==> src/rtl/msbbp_pkg.sv <==
// ============================================================================
// MSB-first bit packer package
// Shared types and constants for the bit packer front end, queue and back end.
// ============================================================================
package msbbp_pkg;

    // Widest field the block accepts; wider requests are clamped.
    localparam int MAX_FIELD_BITS = 32;
    localparam int VALUE_BITS     = 32;
    localparam int WIDTH_BITS     = 6;
    localparam int BYTE_BITS      = 8;
    localparam int FREE_BITS_W    = 4;
    localparam int POS_BITS       = 32;
    localparam int CAP_BITS       = 32;

    localparam logic [WIDTH_BITS-1:0] WIDTH_LIMIT =
        WIDTH_BITS'((MAX_FIELD_BITS < VALUE_BITS) ? MAX_FIELD_BITS : VALUE_BITS);

    localparam logic [FREE_BITS_W-1:0] FREE_FULL = FREE_BITS_W'(BYTE_BITS);
    localparam logic [BYTE_BITS-1:0]   BYTE_MASK = 8'hFF;
    localparam logic [CAP_BITS-1:0]    CAP_RESET = 32'hFFFF_FFFF;

    // Default depth of the queue between front and back end.
    localparam int FIFO_DEPTH_DEFAULT = 2;

    // Operation codes carried on the input tuser bit.
    localparam logic OP_PUT   = 1'b0;
    localparam logic OP_ALIGN = 1'b1;

    typedef struct packed {
        logic                  op;
        logic [VALUE_BITS-1:0] value;
        logic [WIDTH_BITS-1:0] width;
    } item_t;

endpackage

==> src/rtl/msbbp_front.sv <==
// ============================================================================
// Bit packer front end
// Accepts request transactions, unpacks them and clamps the field width.
// ============================================================================
module msbbp_front (
    input  logic                 s_tvalid,
    output logic                 s_tready,
    input  logic [39:0]          s_tdata,   // [31:0] field_value, [37:32] field_width
    input  logic [0:0]           s_tuser,   // [0] operation
    output logic                 item_valid,
    input  logic                 item_ready,
    output msbbp_pkg::item_t     item
);

    logic [msbbp_pkg::WIDTH_BITS-1:0] raw_width;

    assign raw_width = s_tdata[37:32];

    always_comb begin
        item.op    = s_tuser[0];
        item.value = s_tdata[31:0];
        if (raw_width > msbbp_pkg::WIDTH_LIMIT) begin
            item.width = msbbp_pkg::WIDTH_LIMIT;
        end else begin
            item.width = raw_width;
        end
    end

    assign item_valid = s_tvalid;
    assign s_tready   = item_ready;

endmodule

==> src/rtl/msbbp_fifo.sv <==
// ============================================================================
// Bit packer request queue
// Small register queue that decouples the front end from the back end.
// ============================================================================
module msbbp_fifo #(
    parameter int DEPTH = msbbp_pkg::FIFO_DEPTH_DEFAULT
) (
    input  logic             aclk,
    input  logic             aresetn,
    input  logic             wr_valid,
    output logic             wr_ready,
    input  msbbp_pkg::item_t wr_data,
    output logic             rd_valid,
    input  logic             rd_ready,
    output msbbp_pkg::item_t rd_data
);

    localparam int PTR_W = (DEPTH > 1) ? $clog2(DEPTH) : 1;
    localparam int CNT_W = $clog2(DEPTH + 1);
    localparam logic [PTR_W-1:0] PTR_LAST = PTR_W'(DEPTH - 1);
    localparam logic [CNT_W-1:0] CNT_FULL = CNT_W'(DEPTH);

    msbbp_pkg::item_t  mem_reg [DEPTH];
    logic [PTR_W-1:0]  wr_ptr_reg, wr_ptr_next;
    logic [PTR_W-1:0]  rd_ptr_reg, rd_ptr_next;
    logic [CNT_W-1:0]  count_reg, count_next;
    logic              do_wr, do_rd;

    assign wr_ready = (count_reg != CNT_FULL);
    assign rd_valid = (count_reg != '0);
    assign rd_data  = mem_reg[rd_ptr_reg];
    assign do_wr    = wr_valid && wr_ready;
    assign do_rd    = rd_valid && rd_ready;

    always_comb begin
        wr_ptr_next = wr_ptr_reg;
        rd_ptr_next = rd_ptr_reg;
        count_next  = count_reg;
        if (do_wr) begin
            wr_ptr_next = (wr_ptr_reg == PTR_LAST) ? '0 : wr_ptr_reg + 1'b1;
        end
        if (do_rd) begin
            rd_ptr_next = (rd_ptr_reg == PTR_LAST) ? '0 : rd_ptr_reg + 1'b1;
        end
        if (do_wr && !do_rd) begin
            count_next = count_reg + 1'b1;
        end else if (do_rd && !do_wr) begin
            count_next = count_reg - 1'b1;
        end
    end

    always_ff @(posedge aclk) begin
        if (!aresetn) begin
            wr_ptr_reg <= '0;
            rd_ptr_reg <= '0;
            count_reg  <= '0;
        end else begin
            wr_ptr_reg <= wr_ptr_next;
            rd_ptr_reg <= rd_ptr_next;
            count_reg  <= count_next;
        end
    end

    always_ff @(posedge aclk) begin
        if (do_wr) begin
            mem_reg[wr_ptr_reg] <= wr_data;
        end
    end

endmodule

==> src/rtl/msbbp_back.sv <==
// ============================================================================
// Bit packer back end
// Packs queued requests into bytes, one byte per cycle while the output is not stalled, and drives results.
// ============================================================================
module msbbp_back (
    input  logic                            aclk,
    input  logic                            aresetn,
    input  logic                            item_valid,
    output logic                            item_ready,
    input  msbbp_pkg::item_t                item,
    input  logic                            cfg_valid,
    input  logic [msbbp_pkg::CAP_BITS-1:0]  cfg_data,
    output logic                            m_tvalid,
    input  logic                            m_tready,
    output logic [47:0]                     m_tdata,  // [7:0] out_byte,
                                                      // [39:8] byte_position,
                                                      // [40] space_exhausted
    output logic                            m_tlast,
    output logic [0:0]                      m_tuser   // [0] byte_valid
);

    localparam int VW = msbbp_pkg::VALUE_BITS;
    localparam int WW = msbbp_pkg::WIDTH_BITS;
    localparam int FW = msbbp_pkg::FREE_BITS_W;
    localparam int BW = msbbp_pkg::BYTE_BITS;
    localparam int PW = msbbp_pkg::POS_BITS;

    // Control and packing state
    logic          busy_reg, busy_next;
    logic          emitted_reg, emitted_next;
    logic [WW-1:0] rem_reg, rem_next;
    logic [VW-1:0] val_reg, val_next;
    logic [BW-1:0] partial_reg, partial_next;
    logic [FW-1:0] free_reg, free_next;
    logic [PW-1:0] bw_reg, bw_next;
    logic          flag_reg, flag_next;
    logic [PW-1:0] cap_reg;

    // Output register
    logic          out_valid_reg, out_valid_next;
    logic [BW-1:0] out_byte_reg, out_byte_next;
    logic          out_bv_reg, out_bv_next;
    logic [PW-1:0] out_pos_reg, out_pos_next;
    logic          out_last_reg, out_last_next;
    logic          out_flag_reg, out_flag_next;

    // Step datapath
    logic          out_free, step_en, load_en;
    logic          complete, done, room, emit_byte, emit_status;
    logic [WW-1:0] shift_amt, rem1;
    logic [FW-1:0] free1, free2;
    logic [BW-1:0] partial1, partial2, byte_val, chunk, tail_bits;
    logic [VW-1:0] shifted;
    logic [2*BW-1:0] tail_wide;
    logic [PW-1:0] bw_inc;

    assign out_free   = !out_valid_reg || m_tready;
    assign step_en    = busy_reg && out_free;
    assign load_en    = !busy_reg && item_valid;
    assign item_ready = !busy_reg;
    assign bw_inc     = bw_reg + 1'b1;
    assign room       = (bw_reg < cap_reg);

    always_comb begin
        complete  = ({2'b00, free_reg} <= rem_reg);
        shift_amt = rem_reg - {2'b00, free_reg};
        shifted   = val_reg >> shift_amt;
        chunk     = shifted[BW-1:0] & (msbbp_pkg::BYTE_MASK >> (msbbp_pkg::FREE_FULL - free_reg));
        byte_val  = partial_reg | chunk;

        if (complete) begin
            rem1     = shift_amt;
            free1    = msbbp_pkg::FREE_FULL;
            partial1 = '0;
        end else begin
            rem1     = rem_reg;
            free1    = free_reg;
            partial1 = partial_reg;
        end

        // After this step no further byte fills up: fold in the leftover bits.
        done      = (rem1 < {2'b00, free1});
        free2     = free1 - rem1[FW-1:0];
        tail_bits = val_reg[BW-1:0]
                    & (msbbp_pkg::BYTE_MASK >> (msbbp_pkg::FREE_FULL - rem1[FW-1:0]));
        tail_wide = {{BW{1'b0}}, tail_bits} << free2;
        partial2  = partial1 | tail_wide[BW-1:0];

        emit_byte   = complete && room;
        emit_status = done && !emitted_reg && !emit_byte;
    end

    always_comb begin
        busy_next      = busy_reg;
        emitted_next   = emitted_reg;
        rem_next       = rem_reg;
        val_next       = val_reg;
        partial_next   = partial_reg;
        free_next      = free_reg;
        bw_next        = bw_reg;
        flag_next      = flag_reg;
        out_valid_next = out_valid_reg;
        out_byte_next  = out_byte_reg;
        out_bv_next    = out_bv_reg;
        out_pos_next   = out_pos_reg;
        out_last_next  = out_last_reg;
        out_flag_next  = out_flag_reg;

        if (out_free) begin
            out_valid_next = 1'b0;
        end

        if (load_en) begin
            busy_next    = 1'b1;
            emitted_next = 1'b0;
            if (item.op == msbbp_pkg::OP_ALIGN) begin
                // Padding fills exactly the open slots of an unfinished byte.
                val_next = '0;
                rem_next = (free_reg < msbbp_pkg::FREE_FULL) ? {2'b00, free_reg} : '0;
            end else begin
                val_next = item.value;
                rem_next = item.width;
            end
        end else if (step_en) begin
            rem_next     = rem1;
            partial_next = done ? partial2 : partial1;
            free_next    = done ? free2 : free1;
            busy_next    = !done;
            if (complete && !room) begin
                flag_next = 1'b1;
            end
            if (emit_byte) begin
                emitted_next   = 1'b1;
                bw_next        = bw_inc;
                out_valid_next = 1'b1;
                out_byte_next  = byte_val;
                out_bv_next    = 1'b1;
                out_pos_next   = bw_reg;
                // Later bytes of this request are dropped once capacity is hit.
                out_last_next  = done || (bw_inc == cap_reg);
                out_flag_next  = flag_reg;
            end else if (emit_status) begin
                out_valid_next = 1'b1;
                out_byte_next  = '0;
                out_bv_next    = 1'b0;
                out_pos_next   = bw_reg;
                out_last_next  = 1'b1;
                out_flag_next  = flag_reg || complete;
            end
        end
    end

    always_ff @(posedge aclk) begin
        if (!aresetn) begin
            busy_reg      <= 1'b0;
            emitted_reg   <= 1'b0;
            partial_reg   <= '0;
            free_reg      <= msbbp_pkg::FREE_FULL;
            bw_reg        <= '0;
            flag_reg      <= 1'b0;
            cap_reg       <= msbbp_pkg::CAP_RESET;
            out_valid_reg <= 1'b0;
        end else begin
            busy_reg      <= busy_next;
            emitted_reg   <= emitted_next;
            partial_reg   <= partial_next;
            free_reg      <= free_next;
            bw_reg        <= bw_next;
            flag_reg      <= flag_next;
            out_valid_reg <= out_valid_next;
            if (cfg_valid) begin
                cap_reg <= cfg_data;
            end
        end
    end

    always_ff @(posedge aclk) begin
        rem_reg      <= rem_next;
        val_reg      <= val_next;
        out_byte_reg <= out_byte_next;
        out_bv_reg   <= out_bv_next;
        out_pos_reg  <= out_pos_next;
        out_last_reg <= out_last_next;
        out_flag_reg <= out_flag_next;
    end

    assign m_tvalid = out_valid_reg;
    assign m_tdata  = {7'b0, out_flag_reg, out_pos_reg, out_byte_reg};
    assign m_tlast  = out_last_reg;
    assign m_tuser  = out_bv_reg;

`ifndef SYNTHESIS
    // The free bit count always names between one and eight open slots.
    a_free_range: assert property (@(posedge aclk) disable iff (!aresetn)
        (free_reg != '0) && (free_reg <= msbbp_pkg::FREE_FULL))
        else $error("free bit count out of range");

    // The capacity flag only clears on reset.
    a_flag_sticky: assert property (@(posedge aclk) disable iff (!aresetn)
        flag_reg |=> flag_reg)
        else $error("space flag cleared");

    // The byte count only ever advances by one.
    a_bw_step: assert property (@(posedge aclk) disable iff (!aresetn)
        (bw_reg != $past(bw_reg)) |-> (bw_reg == $past(bw_reg) + 1'b1))
        else $error("byte count jumped");

    // A status-only result is always the final result of its request.
    a_status_last: assert property (@(posedge aclk) disable iff (!aresetn)
        (out_valid_reg && !out_bv_reg) |-> out_last_reg)
        else $error("status result not marked last");

    // A new request is taken only after the previous one has fully finished.
    a_no_overlap: assert property (@(posedge aclk) disable iff (!aresetn)
        (busy_reg && !done) |-> !item_ready)
        else $error("request taken while busy");
`endif

endmodule

==> src/rtl/msb_first_bit_packer.sv <==
// ============================================================================
// MSB-first bit packer
// Packs variable-width fields most significant bit first into a byte stream.
// ============================================================================
// Each request transaction either puts the low field_width bits (clamped to
// 32) of field_value or pads zeros to the next byte boundary. Every byte that
// fills up is sent as one result transaction with its offset; a request that
// completes no byte sends one status-only result with byte_valid low. Bytes
// past capacity_bytes are dropped and space_exhausted stays set until reset.
// A request is queued in the request queue right away while it has room;
// the back end then loads it and turns out each byte that fills up in turn,
// paced by its single-byte-per-cycle sequencer and output register, which
// hold while the output is stalled. Capacity writes must only be issued
// while the block is idle.
module msb_first_bit_packer #(
    parameter int FIFO_DEPTH = msbbp_pkg::FIFO_DEPTH_DEFAULT
) (
    input  logic        aclk,
    input  logic        aresetn,
    input  logic        s_tvalid,
    output logic        s_tready,
    input  logic [39:0] s_tdata,   // [31:0] field_value, [37:32] field_width
    input  logic [0:0]  s_tuser,   // [0] operation
    input  logic        cfg_valid,
    output logic        cfg_ready,
    input  logic [31:0] cfg_data,  // capacity_bytes
    output logic        m_tvalid,
    input  logic        m_tready,
    output logic [47:0] m_tdata,   // [7:0] out_byte, [39:8] byte_position,
                                   // [40] space_exhausted
    output logic        m_tlast,   // last_of_run
    output logic [0:0]  m_tuser    // [0] byte_valid
);

    msbbp_pkg::item_t front_item, back_item;
    logic             front_valid, front_ready;
    logic             back_valid, back_ready;

    assign cfg_ready = 1'b1;

    msbbp_front u_front (
        .s_tvalid   (s_tvalid),
        .s_tready   (s_tready),
        .s_tdata    (s_tdata),
        .s_tuser    (s_tuser),
        .item_valid (front_valid),
        .item_ready (front_ready),
        .item       (front_item)
    );

    msbbp_fifo #(
        .DEPTH (FIFO_DEPTH)
    ) u_fifo (
        .aclk     (aclk),
        .aresetn  (aresetn),
        .wr_valid (front_valid),
        .wr_ready (front_ready),
        .wr_data  (front_item),
        .rd_valid (back_valid),
        .rd_ready (back_ready),
        .rd_data  (back_item)
    );

    msbbp_back u_back (
        .aclk       (aclk),
        .aresetn    (aresetn),
        .item_valid (back_valid),
        .item_ready (back_ready),
        .item       (back_item),
        .cfg_valid  (cfg_valid),
        .cfg_data   (cfg_data),
        .m_tvalid   (m_tvalid),
        .m_tready   (m_tready),
        .m_tdata    (m_tdata),
        .m_tlast    (m_tlast),
        .m_tuser    (m_tuser)
    );

endmodule
==> config.mk <==
export PLATFORM = sky130hd
export DESIGN_NAME = msb_first_bit_packer
export DESIGN_NICKNAME = d
export VERILOG_FILES = /design/src/rtl/msbbp_pkg.sv /design/src/rtl/msbbp_front.sv /design/src/rtl/msbbp_fifo.sv /design/src/rtl/msbbp_back.sv /design/src/rtl/msb_first_bit_packer.sv
export SDC_FILE = /design/constraint.sdc
export NUM_CORES = 1
export LEC_CHECK = 0
export ABC_AREA = 1
export BUFFER_PORTS_ARGS = -buffer_cell sky130_fd_sc_hd__buf_2
export CORE_UTILIZATION = 40
export DETAILED_ROUTE_END_ITERATION = 7
export SLEW_MARGIN = 20
export SYNTH_ARGS = -nofsm -noshare
export SYNTH_HDL_FRONTEND = slang
export SYNTH_HIERARCHICAL = 1
export SYNTH_SLANG_ARGS = --single-unit
==> constraint.sdc <==
create_clock -name aclk -period 5.1 [get_ports aclk]
set_input_delay 0.765 -clock aclk [delete_from_list [all_inputs] [get_ports aclk]]
set_output_delay 0.765 -clock aclk [all_outputs]
set_load 0.005 [all_outputs]
==> results of run 1 <==
## cell families (layout without fill, tap and decap cells)
group           Yosys count  in the layout
fa+ha+maj                47             47
simple gates            594            594
xor+xnor                 41             41
other cells               2              8
mux                      50             50
compound gates          278            278
buf+inv                 312            397
flops                   244            244
## final cells by class
type                       count  area, µm²
clock inverter                20        143
inverter                     214        803
clock buffer                  32        737
fill                        3266      18300
tap                          448        561
multi-input combinational   1018       5740
sequential                   244       6480
timing repair buffer         131        716
## synth_stat cells, types with 29 or more instances
cell type and count:
sky130_fd_sc_hd__nand2_1 292, sky130_fd_sc_hd__inv_1 203, sky130_fd_sc_hd__edfxtp_1 159, sky130_fd_sc_hd__nor2_1 141
sky130_fd_sc_hd__o21ai_0 122, sky130_fd_sc_hd__a21oi_1 118, sky130_fd_sc_hd__dfxtp_1 85, sky130_fd_sc_hd__nand3_1 80
sky130_fd_sc_hd__buf_4 46, sky130_fd_sc_hd__ha_1 45, sky130_fd_sc_hd__xor2_1 36, sky130_fd_sc_hd__clkbuf_1 34
sky130_fd_sc_hd__mux2_2 29
## metrics by stage
| stage | setup WS, ns | area, µm² | std cells | utilization |
|---|---|---|---|---|
| after global placement | 1.09 | 14200 | 2053 | 0.426 |
| final | 1.06 | 15200 | 2107 | 0.454 |
| after global routing | 0.700 | 15200 | 2107 | 0.454 |
| after detailed placement | 1.04 | 14300 | 2054 | 0.427 |
| after CTS | 1.01 | 15100 | 2106 | 0.453 |
| after floorplan | 0.212 | 13600 | 1574 | - |
## worst max path at each step
stage / from / to / slack (ns) / cells after the start
2_1_floorplan: u_back/rem_reg[0]$_DFFE_PP_ / u_back/m_tlast$_SDFFCE_PP1P_ / 0.21 / 18
3_3_place_gp: u_back/rem_reg[0]$_DFFE_PP_ / u_back/out_pos_reg[7]$_DFFE_PP_ / 1.09 / 19
3_5_place_dp: u_back/rem_reg[0]$_DFFE_PP_ / u_back/out_pos_reg[7]$_DFFE_PP_ / 1.04 / 19
4_1_cts: u_back/rem_reg[0]$_DFFE_PP_ / u_back/out_pos_reg[30]$_DFFE_PP_ / 1.01 / 19
5_1_grt: u_back/rem_reg[0]$_DFFE_PP_ / u_back/out_pos_reg[11]$_DFFE_PP_ / 0.70 / 19
6_report: u_back/rem_reg[0]$_DFFE_PP_ / u_back/out_pos_reg[8]$_DFFE_PP_ / 1.06 / 19
## routing by layer
layer | vias to the layer above | global-route usage | wire length, µm
met3 | 47 | 0.0225 | 1420
met2 | 266 | 0.294 | 14100
met4 | 0 | 0.0479 | 713
li1 | 5324 | - | -
met5 | - | 0 | 0
met1 | 4747 | 0.243 | 14400
==> out/results.ini, run 1 <==
[clock_network]
htree_levels=1
holdBufCountCts=0
clock_path_buffers=3
tritoncts=yes
cts.sinks=244
insertion_delay_ns=0.54
post-cts-setup-buffers=0
number_of_cts_inserted_buffers=28
ctsRootBufferMaster=sky130_fd_sc_hd__clkbuf_16
cts_clock_pin_slew_for_the_worst_setup_and_hold_paths_ns=0.06
cts_repair_resized_insts=0

[worst_setup_path]
worstPathBufferInverterCount=4
setup.worst_path.class=reg2reg
cp_endpoint_kind=flop
worst_setup_start_kind=flop
worstRegToRegCells=19
worst_ep_arrival_time_ns=4.21
r2r_setup_slack_ns=1.06
cp.required_ns=5.27
worst_r2r_endpoint=u_back/out_pos_reg[8]$_DFFE_PP_
most_frequent_cell_on_critical_path=sky130_fd_sc_hd__nand2_1
cp_slowest_cell=sky130_fd_sc_hd__buf_4
regToRegStartpoint=u_back/rem_reg[0]$_DFFE_PP_
critical_path.top_delay_family=simple AND/OR/NAND/NOR gates
cp_cell_sequence=inv_1, ha_1, inv_1, fa_1, nand2_1, nand2_1, a21oi_4, nand3_1, nand2_2, inv_1, ha_1, a21oi_1, nor2_2, nor2_8, nand2_1, nand2_1, nand2_1, nor2_4, buf_4
cp_max_fo=43
cp_slowest_stage_delay_ns=0.51

[synthesis]
synth_enable_flop_cells=159
synthMuxAreaShare=0.0433
synth-async-reset-ratio=0
synth_top_family_by_area=simple AND/OR/NAND/NOR gates
synth_simple_gate_area_frac=0.191
xor_and_xnor_fraction_of_the_mapped_netlist_area=0.0295
synth-compound-area-share=0.111
yosysTopAreaCellShare=0.352
yosys.area_share.adder=0.0445
synthCells=1568
ys_ff_latch=244
avgSynthCellArea_um2=8.64
yosys_warnings=6
ys_types=58
synth_top_flop_cell=sky130_fd_sc_hd__edfxtp_1
synth.cell_area_um2=13500
cell_taking_the_most_area_after_synthesis=sky130_fd_sc_hd__edfxtp_1
synth.yosys.seq_area_share=0.478
yosys-top-cells-area=sky130_fd_sc_hd__edfxtp_1, sky130_fd_sc_hd__dfxtp_1, sky130_fd_sc_hd__nand2_1

[routing]
detailroute.via_count=10400
post_detailed_route_via_to_cell_ratio=4.93
detail_route.drc_violations=0
drt-initial-drc-count=630
drt_first_pass_iters=5
routed_wirelength_mm=30.6
detail-route-antenna-nets=0
drt-wirelength-per-cell_um=14.5

[timing]
post-route-period-util=0.791
worst_tran_pin_value_ns=1.05
finalHoldViolCount=0
timing_max_transition_violations_final=0
holdWs_ns=0.424
unrepaired_setup_endpoints_after_global_routing=false
final.setup.tns_ns=0
clock_skew_ns=0.0173
relSlewSlack=0.299
max_clk_rate_mhz=248
post-route-min-period_ns=4.04
final-setup-viol-count=0

[hold_path]
hold_class=in2reg
hold_depth=1
worst_hold_path.endpoint=u_fifo/mem_reg[0][6]$_DFFE_PP_
hold_start=s_tdata[0]

[global_routing]
gr-usage-all-layers=0.178
globalRoute.totalOverflow=0
grt_start_max_net_pins=65
first_global_vias=9550
global_route_wire_length_before_repair_mm=48.9
antenna_found_initial=0

[cells_and_area]
synthToLayoutAreaGrowth_pct=12.0
most-common-layout-cells=sky130_fd_sc_hd__nand2_1, sky130_fd_sc_hd__inv_1, sky130_fd_sc_hd__edfxtp_1
fin_nets=1762
layout.cells.most_common=sky130_fd_sc_hd__nand2_1
insertedDiodeCount=0
number_of_flip_flops_under_the_largest_register_name=78
post_route_cells_drive_above_1_share=0.156

[die]
fp.dieH_um=186
initial_utilization=0.405
die-width_um=186
top_level_ports=131
placement_rows=67
die-area_um2=34600
core_region_area_um2=33400

[run]
cap_violations=0

[place]
gpl.final_weighted_congestion=0.909
hpwl_after_detailed_placement_mm=22.3
buffer_ports.inserted=120

[run_status]
run_status=finished, final reports clean

Power of run 1 is not shown: default switching activity piles up to over one toggle a cycle in this logic, so the estimate is an artifact.
==> run 2: changes to the inputs <==
ABC_AREA = 0   (was 1)
clock period = 3.6 ns   (was 5.1 ns; I/O delays follow)
==> run 2 against run 1 <==
Against the previous run: the run now ends with setup timing left; core utilization increased by 2.2 points; die area increased by 0.80%; register-to-register slack got worse by 1.1 ns; worst hold slack got worse by 0.25 ns; synthesized area increased by 0.80%; clock skew increased by 0.0049 ns; cell area increased by 5.1%; sequential share of layout area decreased by 2.1 points; sequential cell count unchanged; wire length increased by 5.8%; clock-buffer cell count increased by 6; critical path type unchanged.
==> out/results.ini, run 2 <==
[routing]
routed_wirelength_mm=32.4  ; +5.8%
drt-wirelength-per-cell_um=17.2  ; +18%
detailroute.via_count=10100  ; -2.6%
detail_route.drc_violations=0  ; unchanged
drt_first_pass_iters=5  ; unchanged
detail-route-antenna-nets=0  ; unchanged
drt-initial-drc-count=725  ; +15%
post_detailed_route_via_to_cell_ratio=5.37  ; +9.0%

[clock_network]
clock_path_buffers=3  ; unchanged
holdBufCountCts=0  ; unchanged
htree_levels=1  ; unchanged
ctsRootBufferMaster=sky130_fd_sc_hd__clkbuf_16
cts_clock_pin_slew_for_the_worst_setup_and_hold_paths_ns=0.06  ; about the same
cts.sinks=244  ; unchanged
insertion_delay_ns=0.55  ; about the same
tritoncts=yes
number_of_cts_inserted_buffers=27  ; -3.6%

[synthesis]
ys_ff_latch=244  ; unchanged
avgSynthCellArea_um2=10.6  ; +22%
yosysTopAreaCellShare=0.350  ; -0.00281
synth_top_flop_cell=sky130_fd_sc_hd__edfxtp_1
yosys-top-cells-area=sky130_fd_sc_hd__edfxtp_1, sky130_fd_sc_hd__dfxtp_1, sky130_fd_sc_hd__mux2_2
synth.yosys.seq_area_share=0.474  ; -0.00381
synth-async-reset-ratio=0  ; unchanged
cell_taking_the_most_area_after_synthesis=sky130_fd_sc_hd__edfxtp_1
netlist_top_cells_count=sky130_fd_sc_hd__edfxtp_1, sky130_fd_sc_hd__nand2_1, sky130_fd_sc_hd__dfxtp_1, sky130_fd_sc_hd__nor2_1
synth_enable_flop_cells=159  ; unchanged
synthCells=1292  ; -18%
synth.cell_area_um2=13700  ; +0.80%
synth.most_common_cell=sky130_fd_sc_hd__edfxtp_1
ys_types=91  ; +57%
yosys_warnings=6  ; unchanged

[cells_and_area]
number_of_flip_flops_under_the_largest_register_name=78  ; unchanged
most-common-layout-cells=sky130_fd_sc_hd__edfxtp_1, sky130_fd_sc_hd__buf_2, sky130_fd_sc_hd__nand2_1
layout.cells.most_common=sky130_fd_sc_hd__edfxtp_1
synthToLayoutAreaGrowth_pct=16.8
post_route_cells_drive_above_1_share=0.244  ; +0.0886
insertedDiodeCount=0  ; unchanged
fin_nets=1542  ; -12%
multiInputGateArea_um2=6420  ; +12%
post_layout_nonfiller_instances=1882  ; -11%
fin_area_um2=16000  ; +5.1%
register_area_um2=6480  ; about the same
filler_cells=3116  ; -4.6%

[timing]
holdWs_ns=0.178  ; -0.246 ns
post-route-worst-setup-slack_ns=-0.0791  ; -1.14 ns
finalHoldViolCount=0  ; unchanged
final-setup-viol-count=43  ; +43
worst_tran_pin_value_ns=1.04  ; -0.0122 ns
timing_max_transition_violations_final=0  ; unchanged
max_clk_rate_mhz=272  ; +9.7%
post-route-min-period_ns=3.68  ; -0.357 ns
unrepaired_setup_endpoints_after_global_routing=true
clock_skew_ns=0.0222  ; +0.00489 ns
post-route-period-util=1.02  ; +0.231
relSlewSlack=0.307  ; +0.00811
final.setup.tns_ns=-2.63  ; -2.63 ns

[place]
gpl.final_weighted_congestion=0.897  ; -1.3%
dp_cells=1824  ; -11%
buffer_ports.inserted=120  ; unchanged
placement.cell_area_um2=14900  ; +4.2%
hpwl_after_detailed_placement_mm=22.9  ; +2.7%

[power_and_ir_drop]
share_seq_of_total_power=0.261
vdd_drop_max_v=0.000576
combPwrFrac=0.567
p_leak_uw=0.00622
power.net_switching_uw=6590
clkPwrFrac=0.173
intPower_uw=9750
netSwitchingFraction=0.403
power_per_cell_area_nw_per_um2=1020
power_uw=16300

[run_status]
failed_checks=setup timing
run_status=finished, violations left

[worst_setup_path]
setup.worst_path.class=reg2reg
regToRegStartpoint=u_back/rem_reg[0]$_DFFE_PP_
worst_setup_start_kind=flop
endpoint=u_back/out_pos_reg[28]$_DFFE_PP_
worst_ep_arrival_time_ns=3.92  ; -0.29 ns
r2r_setup_slack_ns=-0.08  ; -1.14 ns
cp_max_fo=9  ; -79%
worst_r2r_endpoint=u_back/out_pos_reg[28]$_DFFE_PP_
cp.required_ns=3.84  ; -1.43 ns
crit_start=u_back/rem_reg[0]$_DFFE_PP_
cp_endpoint_kind=flop
worstRegToRegCells=19  ; unchanged

[die]
top_level_ports=131  ; unchanged
die-area_um2=34900  ; +0.80%
die-width_um=187  ; +0.40%
fp.dieH_um=187  ; +0.40%
core_region_area_um2=33500  ; +0.25%
placement_rows=67  ; unchanged
initial_utilization=0.407  ; +0.00223

[hold_path]
hold_class=in2reg
hold_depth=1  ; unchanged

[run]
cap_violations=0  ; unchanged

[global_routing]
grt_start_max_net_pins=64  ; -1.5%
first_global_vias=9737  ; +2.0%
antenna_found_initial=0  ; unchanged
gr-usage-all-layers=0.183  ; +0.00524
global_route_wire_length_before_repair_mm=51.9  ; +6.1%
globalRoute.totalOverflow=0  ; unchanged

[run 2: kinds of logic (layout without fill, tap and decap cells)]
group	count (synthesis)	in the layout	synth area share
other cells	2	8	0.000550
buf+inv	177	313	0.0644
mux	96	96	0.0844
compound gates	285	285	0.146
fa+ha+maj	47	47	0.0442
xor+xnor	60	60	0.0395
simple gates	381	381	0.147
flops	244	244	0.474
[run 2: metal layers]
metal / track usage / vias up / wire, µm
li1: - / 4971 / -
met1: 0.252 / 4830 / 15200
met5: 0 / - / 0
met3: 0.0250 / 54 / 1500
met4: 0.0545 / 0 / 796
met2: 0.299 / 256 / 14900
[run 2: power by group through the flow]
stage	Clock [µW]	Sequential (µW)	Combinational [µW]
finish	2820	4260	9260
CTS	2900	4260	9010
global placement	0	4300	8720
detailed placement	0	4320	8760
floorplan	0	4230	6260
global route	2990	4330	10200
[run 2: area by class of cell]
cell class	count	share of cell area
sequential	244	0.406
multi-input combinational	877	0.403
timing repair buffer	208	0.0862
clock buffer	38	0.0469
tap	448	0.0351
inverter	59	0.0139
clock inverter	8	0.00925
[run 2: how the worst min path moves through the flow]
stage / endpoint / slack, ns / start
2_1_floorplan: u_back/out_pos_reg[2]$_DFFE_PP_ / 0.43 / u_back/bw_reg[2]$_SDFFE_PN0P_
3_3_place_gp: u_back/flag_reg$_SDFFE_PN0P_ / 0.45 / u_back/flag_reg$_SDFFE_PN0P_
3_5_place_dp: u_back/partial_reg[6]$_SDFFE_PN0P_ / 0.47 / u_back/partial_reg[6]$_SDFFE_PN0P_
4_1_cts: u_fifo/mem_reg[0][35]$_DFFE_PP_ / 0.15 / s_tdata[29]
5_1_grt: u_fifo/mem_reg[0][35]$_DFFE_PP_ / 0.16 / s_tdata[29]
6_report: u_fifo/mem_reg[0][35]$_DFFE_PP_ / 0.18 / s_tdata[29]
[run 2: stage by stage]
stage           util  worst slack, ns
2_1_floorplan      -           -0.727
3_3_place_gp   0.443          0.00840
3_5_place_dp   0.443          -0.0413
4_1_cts        0.473          -0.0312
5_1_grt        0.476           -0.268
6_report       0.476          -0.0791
[run 2: timing repair]
action                                  CTS  global route
gates resized for setup                   2            10
endpoints found under the setup margin   43            56
cloned                                    1             2
pin swaps                                 2             0
setup buffers                             7             5
[run 2: critical path, cell delays in order, from the launching register on]
cell                       delay [ns]
sky130_fd_sc_hd__edfxtp_1        0.40
sky130_fd_sc_hd__inv_1           0.08
sky130_fd_sc_hd__ha_2            0.18
sky130_fd_sc_hd__inv_2           0.04
sky130_fd_sc_hd__fa_2            0.38
sky130_fd_sc_hd__nand3_4         0.07
sky130_fd_sc_hd__and3_4          0.21
sky130_fd_sc_hd__mux2i_4         0.23
sky130_fd_sc_hd__inv_2           0.08
sky130_fd_sc_hd__ha_4            0.21
sky130_fd_sc_hd__inv_2           0.06
sky130_fd_sc_hd__a41oi_2         0.04
sky130_fd_sc_hd__o22ai_1         0.13
sky130_fd_sc_hd__a222oi_1        0.11
sky130_fd_sc_hd__a311oi_2        0.26
sky130_fd_sc_hd__nand2_1         0.12
sky130_fd_sc_hd__or2_4           0.28
sky130_fd_sc_hd__a21oi_4         0.17
sky130_fd_sc_hd__buf_6           0.16
sky130_fd_sc_hd__buf_12          0.14
(Power assumes the default switching activity.)
==> run 3: changes to the inputs <==
PLACE_DENSITY = 0.69   (was unset)
==> run 3 against run 2 <==
Against the previous run: the run still ends with setup timing left; sequential cell count unchanged; sequential power barely moved; fmax fell by 0.45%; sequential share of layout area fell by 0.21 points; final cell count rose by 0.48%; cell area increased by 0.52%; clock power increased by 3%; first-iteration DRC count is 3.0% higher; register-to-register slack worse by 0.02 ns; core utilization increased by 0.25 points; setup slack got worse by 0.017 ns; wire length is 2.0% lower; critical path type unchanged; largest cell class unchanged.
==> out/results.ini, run 3 (same netlist as run 2, synthesis figures left out) <==
[run_status]
run_status=finished, violations left
failed_checks=setup timing

[hold_path]
hold_depth=1  ; unchanged
hold_class=in2reg

[routing]
detail-route-antenna-nets=0  ; unchanged
drt-initial-drc-count=747  ; +3.0%
drt_first_pass_iters=7  ; +2
detailroute.via_count=10200  ; +1.0%
drt-wirelength-per-cell_um=16.8  ; -2.4%
post_detailed_route_via_to_cell_ratio=5.40  ; +0.52%
routed_wirelength_mm=31.8  ; -2.0%
detail_route.drc_violations=0  ; unchanged

[place]
gpl.final_weighted_congestion=0.869  ; -3.2%
buffer_ports.inserted=120  ; unchanged
hpwl_after_detailed_placement_mm=22.4  ; -2.1%
dp_cells=1828  ; +0.22%

[timing]
timing_max_transition_violations_final=0  ; unchanged
max_clk_rate_mhz=271  ; -0.45%
post-route-period-util=1.03  ; +0.00464
finalHoldViolCount=0  ; unchanged
relSlewSlack=0.337  ; +0.0308
worst_tran_pin_value_ns=0.989  ; -0.0510 ns
unrepaired_setup_endpoints_after_global_routing=true
post-route-min-period_ns=3.70  ; +0.0167 ns
post-route-worst-setup-slack_ns=-0.0958  ; -0.0167 ns
final-setup-viol-count=43  ; unchanged
holdWs_ns=0.188  ; +0.0103 ns
clock_skew_ns=0.00897  ; -0.0132 ns

[power_and_ir_drop]
netSwitchingFraction=0.400  ; -0.00264
share_seq_of_total_power=0.256  ; -0.005
power_per_cell_area_nw_per_um2=1030  ; +0.85%
combPwrFrac=0.569  ; +0.002
intPower_uw=9930  ; +1.8%
clkPwrFrac=0.175  ; +0.002
p_leak_uw=0.00626  ; +0.76%
power.net_switching_uw=6630  ; +0.71%
vdd_drop_max_v=0.000634  ; +10%

[cells_and_area]
synthToLayoutAreaGrowth_pct=17.4
fin_nets=1548  ; +0.39%
post_route_cells_drive_above_1_share=0.255  ; +0.0110
insertedDiodeCount=0  ; unchanged
number_of_flip_flops_under_the_largest_register_name=78  ; unchanged
filler_cells=3099  ; -0.55%
layout.cells.most_common=sky130_fd_sc_hd__edfxtp_1
post_layout_nonfiller_instances=1891  ; +0.48%
most-common-layout-cells=sky130_fd_sc_hd__edfxtp_1, sky130_fd_sc_hd__buf_2, sky130_fd_sc_hd__nand2_1

[worst_setup_path]
most_frequent_cell_on_critical_path=sky130_fd_sc_hd__inv_2
worst_setup_start_kind=flop
critical_path.top_delay_family=adder cells
cp_slowest_cell=sky130_fd_sc_hd__edfxtp_1
worstPathBufferInverterCount=6  ; unchanged
cp.required_ns=3.85  ; about the same
cp_max_fo=7  ; -2
r2r_setup_slack_ns=-0.1  ; -0.02 ns
setup.worst_path.class=reg2reg
worst_ep_arrival_time_ns=3.94  ; +0.02 ns
cp_endpoint_kind=flop
critical_path_depth=19  ; unchanged
cp_cell_sequence=inv_1, ha_2, inv_2, fa_2, nand3_4, and3_4, mux2i_4, inv_2, ha_4, inv_2, a41oi_2, o22ai_1, a222oi_1, a311oi_2, nand2_1, or2_4, a21oi_4, buf_12, clkbuf_16
worstRegToRegCells=19  ; unchanged
cp_slowest_stage_delay_ns=0.39  ; about the same

[die]
die-width_um=187  ; unchanged
fp.dieH_um=187  ; unchanged
top_level_ports=131  ; unchanged
placement_rows=67  ; unchanged
initial_utilization=0.407  ; unchanged
die-area_um2=34900  ; unchanged
core_region_area_um2=33500  ; unchanged

[clock_network]
ctsRootBufferMaster=sky130_fd_sc_hd__clkbuf_16
cts.sinks=244  ; unchanged
clock_path_buffers=3  ; unchanged
cts_clock_pin_slew_for_the_worst_setup_and_hold_paths_ns=0.06  ; about the same
htree_levels=1  ; unchanged
number_of_cts_inserted_buffers=27  ; unchanged
tritoncts=yes
insertion_delay_ns=0.54  ; about the same

[global_routing]
gr-usage-all-layers=0.179  ; -0.00428
grt_start_max_net_pins=64  ; unchanged
global_route_wire_length_before_repair_mm=50.7  ; -2.4%
antenna_found_initial=0  ; unchanged
first_global_vias=9627  ; -1.1%
globalRoute.totalOverflow=0  ; unchanged

[run]
cap_violations=0  ; unchanged

run 3: changes by cell type in the layout (fill, tap and decap cells not counted), sizes merged:
cell	change
buf	+7
clkinv	+7
clkbuf	-6
bufinv	+1
clkinvlp	+1
inv	-1
run 3: area by class of cell:
| type | instances | area [µm²] | area share |
|---|---|---|---|
| Sequential cell | 244 | 6480 | 0.404 |
| Multi-Input combinational cell | 877 | 6440 | 0.401 |
| Timing Repair Buffer | 214 | 1400 | 0.0873 |
| Clock buffer | 33 | 729 | 0.0455 |
| Tap cell | 448 | 561 | 0.0350 |
| Inverter | 59 | 221 | 0.0138 |
| Clock inverter | 16 | 211 | 0.0132 |
run 3: path summary, 6_finish.rpt:
| kind | start | to |
|---|---|---|
| setup / recovery | u_back/rem_reg[0]$_DFFE_PP_ | u_back/out_pos_reg[28]$_DFFE_PP_ |
| hold reg to reg | u_back/partial_reg[3]$_SDFFE_PN0P_ | u_back/partial_reg[3]$_SDFFE_PN0P_ |
| setup reg to reg | u_back/rem_reg[0]$_DFFE_PP_ | u_back/out_pos_reg[28]$_DFFE_PP_ |
| hold / removal | s_tdata[19] | u_fifo/mem_reg[1][25]$_DFFE_PP_ |
run 3: what timing repair did:
| action | in CTS | in global routing |
|---|---|---|
| hold buffers | 0 | 0 |
| gates resized for setup | 3 | 20 |
| setup buffers | 5 | 10 |
| pin swaps | 4 | 11 |
| endpoints found under the setup margin | 44 | 54 |
| cloned | 1 | 1 |
run 3: metal layers:
| metal | track usage | vias up | routed length [µm] |
|---|---|---|---|
| li1 | - | 4998 | - |
| met1 | 0.250 | 4865 | 14900 |
| met2 | 0.290 | 297 | 14500 |
| met3 | 0.0237 | 52 | 1660 |
| met4 | 0.0492 | 0 | 730 |
| met5 | 0 | - | 0 |
run 3: power by group through the flow:
stage                     Clock [µW]  Combinational, µW  Sequential (µW)
final                           2900               9420             4240
after global routing            3060              10300             4310
after CTS                       2970               9010             4230
after detailed placement           0               8830             4290
after global placement             0               8780             4270
after floorplan                    0               6260             4230
run 3: worst register-to-register path: cells and delay by family, from the launching register on:
kind	cells	cell delay, ns
adders and majority gates	3	0.78
muxes	1	0.24
DFF	1	0.39
AOI/OAI and AO/OA	5	0.76
and+or+nand+nor	4	0.68
buffers and inverters	6	0.56
run 3: through the flow:
step	area (µm²)	TNS (ns)	util	power [µW]	worst slack, ns
CTS	15900	-0.367	0.474	16200	-0.0249
finish	16000	-3.14	0.478	16600	-0.0958
global route	16000	-10.72	0.478	17700	-0.248
floorplan	13800	-31.27	-	10500	-0.727
detailed placement	14900	-2.84	0.444	13100	-0.0781
global placement	14900	-0.387	0.444	13000	-0.0174
